==> src/rtl/ultrasonic_echo_ranger_core_defines.svh <==
// Assertion helpers shared by the ranger RTL.
`ifndef ULTRASONIC_ECHO_RANGER_CORE_DEFINES_SVH
`define ULTRASONIC_ECHO_RANGER_CORE_DEFINES_SVH

// Same-cycle implication, checked outside reset.
`define UER_ASSERT_IMPL(label, clk, rst_n, ante, cons) \
    label: assert property (@(posedge clk) disable iff (!(rst_n)) (ante) |-> (cons)) \
        else $error("uer check failed");

// Next-cycle implication, checked outside reset.
`define UER_ASSERT_NEXT(label, clk, rst_n, ante, cons) \
    label: assert property (@(posedge clk) disable iff (!(rst_n)) (ante) |=> (cons)) \
        else $error("uer check failed");

`endif

==> src/rtl/uer_pkg.sv <==
`timescale 1ns / 1ps

package uer_pkg;

    localparam logic [1:0] STAT_OK       = 2'd0;
    localparam logic [1:0] STAT_NO_ECHO  = 2'd1;
    localparam logic [1:0] STAT_TOO_LONG = 2'd2;

    localparam int CFG_IDX_W = 3;
    localparam logic [CFG_IDX_W-1:0] REG_TRIGGER_TICKS = 3'd0;
    localparam logic [CFG_IDX_W-1:0] REG_CLEAR_TICKS   = 3'd1;
    localparam logic [CFG_IDX_W-1:0] REG_RISE_TIMEOUT  = 3'd2;
    localparam logic [CFG_IDX_W-1:0] REG_ECHO_LIMIT    = 3'd3;
    localparam logic [CFG_IDX_W-1:0] REG_CM_PER_TICK   = 3'd4;
    localparam logic [CFG_IDX_W-1:0] REG_MAX_DISTANCE  = 3'd5;

    typedef struct packed {
        logic [15:0] trigger_ticks;
        logic [15:0] clear_ticks;
        logic [15:0] rise_timeout_ticks;
        logic [15:0] echo_limit_ticks;
        logic [15:0] cm_per_tick_q16;
        logic [15:0] max_distance_cm;
    } t_cfg;

    typedef struct packed {
        logic start_req;
        logic echo_in;
    } t_in_word;

    typedef struct packed {
        logic        trig_out;
        logic        echo_drive_low;
        logic        busy_res;
        logic        done_res;
        logic [15:0] distance_cm;
        logic [1:0]  status;
    } t_out_word;

    // Per-tick flags handed from the sequencer to the scaling stage.
    typedef struct packed {
        logic       trig_out;
        logic       echo_drive_low;
        logic       busy_res;
        logic       done_res;
        logic [1:0] status;
    } t_flags;

endpackage

==> src/rtl/uer_if.sv <==
`timescale 1ns / 1ps

interface uer_in_if;
    logic               valid;
    logic               ready;
    uer_pkg::t_in_word  data;

    modport source (output valid, output data, input ready);
    modport sink   (input valid, input data, output ready);
endinterface

interface uer_out_if;
    logic               valid;
    logic               ready;
    uer_pkg::t_out_word data;

    modport source (output valid, output data, input ready);
    modport sink   (input valid, input data, output ready);
endinterface

==> src/rtl/ultrasonic_echo_ranger_core.sv <==
`timescale 1ns / 1ps

// Pulse-echo range controller for a trigger/echo ultrasonic sensor. Each input word is one
// timebase tick carrying a start request and the sampled echo level; each input word yields
// exactly one result word with the trigger and echo-clear pin levels, a busy flag, and on the
// tick a measurement ends a done flag, the distance in centimeters and a status (ok, echo
// never rose, echo too long). The block takes one word every clock cycle while results are
// being taken, and offers each result word from the output register. Each word in turn
// passes an input register, the sequencer register (which also holds the count-times-scale
// product from a single COUNT_WIDTH x 16 multiplier) and the clip/output register. Each stage
// holds its word when the stage ahead is full and held, so input keeps flowing into empty
// stages while a result waits to be taken. Configuration registers are written through
// i_cfg_we/i_cfg_idx/i_cfg_wdata and should only change while no measurement and no word is
// in flight.

`include "ultrasonic_echo_ranger_core_defines.svh"

module ultrasonic_echo_ranger_core #(
    parameter int COUNT_WIDTH = 16
) (
    input  logic                            i_clk,
    input  logic                            i_rst_n,
    input  logic                            i_cfg_we,
    input  logic [uer_pkg::CFG_IDX_W-1:0]   i_cfg_idx,
    input  logic [15:0]                     i_cfg_wdata,
    uer_in_if.sink                          i_in,
    uer_out_if.source                       o_res
);
    import uer_pkg::*;

    // Configuration registers, loaded with their documented reset values.
    t_cfg r_cfg;

    always_ff @(posedge i_clk) begin
        if (!i_rst_n) begin
            r_cfg.trigger_ticks      <= 16'd25;
            r_cfg.clear_ticks        <= 16'd2500;
            r_cfg.rise_timeout_ticks <= 16'd25000;
            r_cfg.echo_limit_ticks   <= 16'd60000;
            r_cfg.cm_per_tick_q16    <= 16'd450;
            r_cfg.max_distance_cm    <= 16'd400;
        end else if (i_cfg_we) begin
            unique case (i_cfg_idx)
                REG_TRIGGER_TICKS: r_cfg.trigger_ticks      <= i_cfg_wdata;
                REG_CLEAR_TICKS:   r_cfg.clear_ticks        <= i_cfg_wdata;
                REG_RISE_TIMEOUT:  r_cfg.rise_timeout_ticks <= i_cfg_wdata;
                REG_ECHO_LIMIT:    r_cfg.echo_limit_ticks   <= i_cfg_wdata;
                REG_CM_PER_TICK:   r_cfg.cm_per_tick_q16    <= i_cfg_wdata;
                REG_MAX_DISTANCE:  r_cfg.max_distance_cm    <= i_cfg_wdata;
                default: begin
                end
            endcase
        end
    end

    // Stage valid bits: input register, sequencer register, output register.
    logic     r_v1, r_v2, r_v3;
    t_in_word r_in;
    logic     rdy1, rdy2, rdy3;
    logic     acc, mv12, mv23;

    assign rdy3 = !r_v3 || o_res.ready;
    assign mv23 = r_v2 && rdy3;
    assign rdy2 = !r_v2 || rdy3;
    assign mv12 = r_v1 && rdy2;
    assign rdy1 = !r_v1 || rdy2;
    assign acc  = i_in.valid && rdy1;

    assign i_in.ready = rdy1;

    always_ff @(posedge i_clk) begin
        if (!i_rst_n) begin
            r_v1 <= 1'b0;
            r_v2 <= 1'b0;
            r_v3 <= 1'b0;
        end else begin
            if (acc) begin
                r_v1 <= 1'b1;
            end else if (mv12) begin
                r_v1 <= 1'b0;
            end
            if (mv12) begin
                r_v2 <= 1'b1;
            end else if (mv23) begin
                r_v2 <= 1'b0;
            end
            if (mv23) begin
                r_v3 <= 1'b1;
            end else if (o_res.ready) begin
                r_v3 <= 1'b0;
            end
        end
    end

    always_ff @(posedge i_clk) begin
        if (acc) begin
            r_in <= i_in.data;
        end
    end

    // The sequencer advances exactly once per word, when that word leaves the input register.
    t_flags                  seq_flags;
    logic [COUNT_WIDTH+15:0] seq_prod;

    uer_ctrl #(
        .COUNT_WIDTH (COUNT_WIDTH)
    ) u_ctrl (
        .i_clk   (i_clk),
        .i_rst_n (i_rst_n),
        .i_step  (mv12),
        .i_start (r_in.start_req),
        .i_echo  (r_in.echo_in),
        .i_cfg   (r_cfg),
        .o_flags (seq_flags),
        .o_prod  (seq_prod)
    );

    uer_scale #(
        .COUNT_WIDTH (COUNT_WIDTH)
    ) u_scale (
        .i_clk    (i_clk),
        .i_load   (mv23),
        .i_flags  (seq_flags),
        .i_prod   (seq_prod),
        .i_max_cm (r_cfg.max_distance_cm),
        .o_word   (o_res.data)
    );

    assign o_res.valid = r_v3;

    `UER_ASSERT_IMPL(a_done_not_busy, i_clk, i_rst_n, o_res.valid && o_res.data.done_res, !o_res.data.busy_res)
    `UER_ASSERT_IMPL(a_status_needs_done, i_clk, i_rst_n, o_res.valid && (o_res.data.status != STAT_OK), o_res.data.done_res)
    `UER_ASSERT_IMPL(a_idle_distance_zero, i_clk, i_rst_n, o_res.valid && !o_res.data.done_res, o_res.data.distance_cm == 16'd0)

endmodule

==> src/rtl/uer_ctrl.sv <==
`timescale 1ns / 1ps

`include "ultrasonic_echo_ranger_core_defines.svh"

module uer_ctrl #(
    parameter int COUNT_WIDTH = 16
) (
    input  logic                    i_clk,
    input  logic                    i_rst_n,
    input  logic                    i_step,
    input  logic                    i_start,
    input  logic                    i_echo,
    input  uer_pkg::t_cfg           i_cfg,
    output uer_pkg::t_flags         o_flags,
    output logic [COUNT_WIDTH+15:0] o_prod
);
    import uer_pkg::*;

    localparam int CMPW = (COUNT_WIDTH > 16) ? COUNT_WIDTH : 16;
    localparam int PW   = COUNT_WIDTH + 16;

    typedef enum logic [2:0] {
        PH_IDLE,
        PH_CLEAR,
        PH_TRIG,
        PH_WAIT,
        PH_COUNT
    } t_phase;

    t_phase                 r_phase, n_phase;
    logic [COUNT_WIDTH-1:0] r_cnt, n_cnt;
    t_flags                 r_flags, n_flags;
    logic [PW-1:0]          r_prod;

    logic [COUNT_WIDTH-1:0] cnt_inc;
    logic [CMPW-1:0]        cur_x, inc_x;
    logic                   full_cur, full_inc;

    assign cnt_inc  = COUNT_WIDTH'(r_cnt + 1'b1);
    assign cur_x    = CMPW'(r_cnt);
    assign inc_x    = CMPW'(cnt_inc);
    assign full_cur = &r_cnt;
    assign full_inc = &cnt_inc;

    always_comb begin
        n_phase = r_phase;
        n_cnt   = r_cnt;
        n_flags = '0;
        unique case (r_phase)
            PH_IDLE: begin
                if (i_start) begin
                    n_cnt   = '0;
                    n_phase = (i_echo && (i_cfg.clear_ticks != 16'd0)) ? PH_CLEAR : PH_TRIG;
                end
            end
            PH_CLEAR: begin
                n_flags.echo_drive_low = 1'b1;
                n_cnt = cnt_inc;
                if ((inc_x >= CMPW'(i_cfg.clear_ticks)) || full_inc) begin
                    n_cnt   = '0;
                    n_phase = PH_TRIG;
                end
            end
            PH_TRIG: begin
                n_flags.trig_out = 1'b1;
                n_cnt = cnt_inc;
                if ((inc_x >= CMPW'(i_cfg.trigger_ticks)) || full_inc) begin
                    n_cnt   = '0;
                    n_phase = PH_WAIT;
                end
            end
            PH_WAIT: begin
                if (i_echo) begin
                    n_cnt   = '0;
                    n_phase = PH_COUNT;
                end else if ((cur_x >= CMPW'(i_cfg.rise_timeout_ticks)) || full_cur) begin
                    n_flags.done_res = 1'b1;
                    n_flags.status   = STAT_NO_ECHO;
                    n_cnt   = '0;
                    n_phase = PH_IDLE;
                end else begin
                    n_cnt = cnt_inc;
                end
            end
            PH_COUNT: begin
                if (!i_echo) begin
                    n_flags.done_res = 1'b1;
                    n_flags.status   = STAT_OK;
                    n_phase = PH_IDLE;
                end else if ((cur_x >= CMPW'(i_cfg.echo_limit_ticks)) || full_cur) begin
                    n_flags.done_res = 1'b1;
                    n_flags.status   = STAT_TOO_LONG;
                    n_cnt   = '0;
                    n_phase = PH_IDLE;
                end else begin
                    n_cnt = cnt_inc;
                end
            end
            default: begin
                n_cnt   = '0;
                n_phase = PH_IDLE;
            end
        endcase
        n_flags.busy_res = (n_phase != PH_IDLE);
    end

    always_ff @(posedge i_clk) begin
        if (!i_rst_n) begin
            r_phase <= PH_IDLE;
            r_cnt   <= '0;
            r_flags <= '0;
        end else if (i_step) begin
            r_phase <= n_phase;
            r_cnt   <= n_cnt;
            r_flags <= n_flags;
        end
    end

    // The echo count before this tick's update is what a good finish scales.
    always_ff @(posedge i_clk) begin
        if (i_step) begin
            r_prod <= PW'(r_cnt) * PW'(i_cfg.cm_per_tick_q16);
        end
    end

    assign o_flags = r_flags;
    assign o_prod  = r_prod;

    `UER_ASSERT_NEXT(a_trig_exit, i_clk, i_rst_n, i_step && (r_phase == PH_TRIG), (r_phase == PH_TRIG) || (r_phase == PH_WAIT))
    `UER_ASSERT_IMPL(a_done_idle, i_clk, i_rst_n, r_flags.done_res, r_phase == PH_IDLE)
    `UER_ASSERT_IMPL(a_busy_phase, i_clk, i_rst_n, r_flags.busy_res, r_phase != PH_IDLE)

endmodule

==> src/rtl/uer_scale.sv <==
`timescale 1ns / 1ps

module uer_scale #(
    parameter int COUNT_WIDTH = 16
) (
    input  logic                    i_clk,
    input  logic                    i_load,
    input  uer_pkg::t_flags         i_flags,
    input  logic [COUNT_WIDTH+15:0] i_prod,
    input  logic [15:0]             i_max_cm,
    output uer_pkg::t_out_word      o_word
);
    import uer_pkg::*;

    localparam int CMPW = (COUNT_WIDTH > 16) ? COUNT_WIDTH : 16;

    logic [COUNT_WIDTH-1:0] whole_cm;
    logic [15:0]            clip_cm;
    t_out_word              r_word, n_word;

    // Drop the sixteen fraction bits, then clip to the configured ceiling.
    assign whole_cm = i_prod[COUNT_WIDTH+15:16];
    assign clip_cm  = (CMPW'(whole_cm) > CMPW'(i_max_cm)) ? i_max_cm
                                                          : 16'(CMPW'(whole_cm));

    always_comb begin
        n_word.trig_out       = i_flags.trig_out;
        n_word.echo_drive_low = i_flags.echo_drive_low;
        n_word.busy_res       = i_flags.busy_res;
        n_word.done_res       = i_flags.done_res;
        n_word.status         = i_flags.status;
        if (!i_flags.done_res) begin
            n_word.distance_cm = 16'd0;
        end else if (i_flags.status == STAT_OK) begin
            n_word.distance_cm = clip_cm;
        end else begin
            n_word.distance_cm = i_max_cm;
        end
    end

    always_ff @(posedge i_clk) begin
        if (i_load) begin
            r_word <= n_word;
        end
    end

    assign o_word = r_word;

endmodule

==> src/flat_wrapper.sv <==
// flat-port wrapper written by rule: the top's interface ports become plain ports
module ultrasonic_echo_ranger_core_flat import uer_pkg::*;
#(
    parameter int COUNT_WIDTH = 16
)
  (i_clk, i_rst_n, i_cfg_we, i_cfg_idx, i_cfg_wdata, i_in_valid, i_in_data, i_in_ready, o_res_valid, o_res_data, o_res_ready);
  uer_in_if i_in_i ();
  uer_out_if o_res_i ();
  input  logic i_clk;
  input  logic i_rst_n;
  input  logic i_cfg_we;
  input  logic [uer_pkg::CFG_IDX_W-1:0] i_cfg_idx;
  input  logic [15:0] i_cfg_wdata;
  input wire logic [$bits(i_in_i.valid)-1:0] i_in_valid;
  input wire logic [$bits(i_in_i.data)-1:0] i_in_data;
  output wire logic [$bits(i_in_i.ready)-1:0] i_in_ready;
  output wire logic [$bits(o_res_i.valid)-1:0] o_res_valid;
  output wire logic [$bits(o_res_i.data)-1:0] o_res_data;
  input wire logic [$bits(o_res_i.ready)-1:0] o_res_ready;
  assign i_in_i.valid = i_in_valid;
  assign i_in_i.data = i_in_data;
  assign i_in_ready = i_in_i.ready;
  assign o_res_valid = o_res_i.valid;
  assign o_res_data = o_res_i.data;
  assign o_res_i.ready = o_res_ready;
  ultrasonic_echo_ranger_core #(.COUNT_WIDTH(COUNT_WIDTH)) u_core (.i_clk(i_clk), .i_rst_n(i_rst_n), .i_cfg_we(i_cfg_we), .i_cfg_idx(i_cfg_idx), .i_cfg_wdata(i_cfg_wdata), .i_in(i_in_i), .o_res(o_res_i));
endmodule
==> config.mk <==
export PLATFORM = sky130hd
export DESIGN_NAME = ultrasonic_echo_ranger_core_flat
export DESIGN_NICKNAME = d
export VERILOG_FILES = /design/src/rtl/uer_pkg.sv /design/src/rtl/uer_if.sv /design/src/rtl/ultrasonic_echo_ranger_core.sv /design/src/rtl/uer_ctrl.sv /design/src/rtl/uer_scale.sv /design/src/flat_wrapper.sv
export VERILOG_INCLUDE_DIRS = /design/src /design/src/rtl
export SDC_FILE = /design/constraint.sdc
export NUM_CORES = 1
export LEC_CHECK = 0
export BUFFER_PORTS_ARGS = -buffer_cell sky130_fd_sc_hd__buf_2
export CAP_MARGIN = 5
export CORE_MARGIN = 3
export CORE_UTILIZATION = 40
export DETAILED_ROUTE_END_ITERATION = 10
export REMOVE_ABC_BUFFERS = 1
export SYNTH_ARGS = -nofsm -noshare
export SYNTH_HDL_FRONTEND = slang
export SYNTH_HIERARCHICAL = 1
export SYNTH_SLANG_ARGS = --single-unit
==> constraint.sdc <==
create_clock -name i_clk -period 6.1 [get_ports i_clk]
set_input_delay 0.305 -clock i_clk [delete_from_list [all_inputs] [get_ports i_clk]]
set_output_delay 0.305 -clock i_clk [all_outputs]
set_load 0.01 [all_outputs]
==> out/qor.txt <==
combinational cell fraction of total power: 7.1%
measured slew at the worst slew-check pin: 1.20 ns
fraction of final layout cells with drive strength greater than 1: 12.0%
drt via density: 5.18
required time reported for the critical path endpoint: 6.27 ns
Sinks on Clock Net: 164
height of the chip: 213 um
DPL Wire Length: 36700 um
total overflow reported by the global router: 0
number of buffers added to fix hold violations after cts: 0
routability cong.: 0.903
leakage power: 9.68 nW
type of destination of the critical path: register
clock network fraction of design power: 45.3%
count of final max-slew check failures: 0
internal portion of total power: 1.76 mW
min Tclk post-route: 5.92 ns
die area: 45200 um^2
worst hold margin: 0.0429 ns
root cell of the clock tree: sky130_fd_sc_hd__clkbuf_16
total number of vias: 12900
Tot Pwr: 2.42 mW
total routed wirelength: 46400 um
Placement Rows: 75
largest fanout on the critical path: 7
Post-route DRC: 0
crit path DAT: 6.10 ns
number of buffers added by the clock tree synthesis step: 17
total area of sequential cells: 3720 um^2
final number of hold-violating endpoints: 0
cell area after technology mapping: 17100 um^2
final number of setup-violating endpoints: 0
Layout Skew: 0.0152 ns
area occupied by multi-input gates: 12000 um^2
YS warnings: 6
largest net degree at the start of global routing: 57
cell count after synthesis: 1857
DRT antenna net count: 0
Synth Area per Inst: 9.19 um^2
number of antenna violations at the first check in global routing: 0
I/O pin total: 50
initial core utilization: 40.6%
Global Route Usage Sum: 21.1%
via count of the first global-routing pass: 13200
Worst-Skew Late Latency: 0.45 ns
I/O Buffers: 49
Highest Clock Rate: 169 MHz
clock tree buffer depth: 2
Max-Cap Viols: 0
kind of path behind the tightest hold check: in2reg
switching component of the power: 660 uW
power density over cell area: 126 nW/um^2
Die Width: 213 um
per-cell routed wire length: 18.6 um
portion of the clock cycle consumed by the worst path in the final layout: 97.1%
Sw Ratio: 27.2%
outcome: complete, no violations
# fillers: 4021
largest vdd supply drop: 0.000176 V
H-tree depth reported by CTS: 4
TritonCTS clock tree: built
initial DRC count: 781
leading cell type in the layout, fill and taps excluded: sky130_fd_sc_hd__inv_1
wire length of the first global-routing pass: 73600 um
launching element type of the critical path: register
Slew headroom: 20.0%
relative contribution of sequential cells to total power: 47.7%
critical setup path kind: reg2reg
most used cells in the layout excluding fill and tap cells: 326 x sky130_fd_sc_hd__inv_1, 263 x sky130_fd_sc_hd__nand2_1, 187 x sky130_fd_sc_hd__fa_1
area delta synth->final: 12.8%
drt first pass iters: 5
CORE AREA: 42000 um^2
Post-layout nets: 2340
Clock Pin Slew Worst Setup and Hold Paths: 0.08 ns
-- power groups by stage --
stage / logic (mW) / registers (mW) / clock network (mW)
floorplan: 0.0854 / 1.18 / 0
global placement: 0.167 / 1.18 / 0
detailed placement: 0.169 / 1.18 / 0
CTS: 0.170 / 1.16 / 1.12
global route: 0.188 / 1.16 / 1.16
finish: 0.171 / 1.16 / 1.10
-- final timing paths --
check	endpoint	slack (ns)	start	depth (start not counted)
worst max-delay path	u_core/u_ctrl/o_prod[31]	0.18	u_core/u_ctrl/cur_x[5]	20
worst min-delay path	u_core/r_in[1]	0.04	i_in_data[1]	1
worst max register to register	u_core/u_ctrl/o_prod[31]	0.18	u_core/u_ctrl/cur_x[5]	20
worst min register to register	u_core/u_scale/o_word[19]	0.43	u_core/u_ctrl/o_flags[3]	0
-- what timing repair did --
item	CTS	global route
setup endpoints to repair	9	11
gates resized for setup	9	53
buffers inserted	0	3
gates cloned	0	1
pin swaps	0	23
-- routing by layer --
layer,up-vias,track usage [%],routed length [um]
met2,324,34.2,21600
met5,-,0,0
li1,6131,-,-
met4,0,6.79,1230
met3,63,3.28,2260
met1,6377,29.2,21200
-- critical path: stages, from the launching register on --
cell	delay, ns
sky130_fd_sc_hd__dfxtp_4	0.39
sky130_fd_sc_hd__buf_4	0.17
sky130_fd_sc_hd__and2_1	0.16
sky130_fd_sc_hd__fa_1	0.54
sky130_fd_sc_hd__inv_1	0.06
sky130_fd_sc_hd__fa_1	0.53
sky130_fd_sc_hd__inv_1	0.05
sky130_fd_sc_hd__fa_1	0.55
sky130_fd_sc_hd__fa_1	0.46
sky130_fd_sc_hd__fa_1	0.60
sky130_fd_sc_hd__inv_1	0.06
sky130_fd_sc_hd__fa_1	0.47
sky130_fd_sc_hd__inv_1	0.06
sky130_fd_sc_hd__ha_4	0.28
sky130_fd_sc_hd__nand2_1	0.05
sky130_fd_sc_hd__o21ai_0	0.24
sky130_fd_sc_hd__a311oi_2	0.17
sky130_fd_sc_hd__and3_4	0.22
sky130_fd_sc_hd__o311ai_4	0.34
sky130_fd_sc_hd__o211a_1	0.20
sky130_fd_sc_hd__a211oi_1	0.04
-- state kept, by name (all words and copies together) (netlist names), 2 cells and up --
name	cells
u_core/r_cfg	96
u_core/r_in	2
u_core/u_ctrl/cur_x	16
u_core/u_ctrl/o_flags	6
u_core/u_ctrl/o_prod	16
u_core/u_ctrl/r_phase	3
u_core/u_scale/o_word	22
-- per-stage QoR --
| stage | util (%) | setup slack, ns | instances | TNS [ns] | area, um^2 |
|---|---|---|---|---|---|
| after floorplan | - | 0.194 | 1774 | 0 | 16700 |
| after global placement | 43.7 | -0.175 | 2450 | -0.862 | 18400 |
| after detailed placement | 43.7 | -0.193 | 2450 | -0.967 | 18400 |
| after CTS | 45.2 | 0.00549 | 2482 | 0 | 19000 |
| after global routing | 45.8 | -0.00299 | 2486 | -0.00299 | 19300 |
| final | 45.8 | 0.175 | 2487 | 0 | 19300 |
-- cell type report --
| type | count | share of cell area (%) |
|---|---|---|
| flip-flops and latches | 164 | 19.3 |
| clock buffers | 18 | 2.34 |
| well taps | 539 | 3.50 |
| inverters | 327 | 6.38 |
| diodes | 1 | 0.0130 |
| clock inverters | 14 | 0.689 |
| multi-input cells | 1283 | 62.1 |
| repair buffers | 141 | 5.65 |
Note: power is estimated with default switching activity, not from simulation.
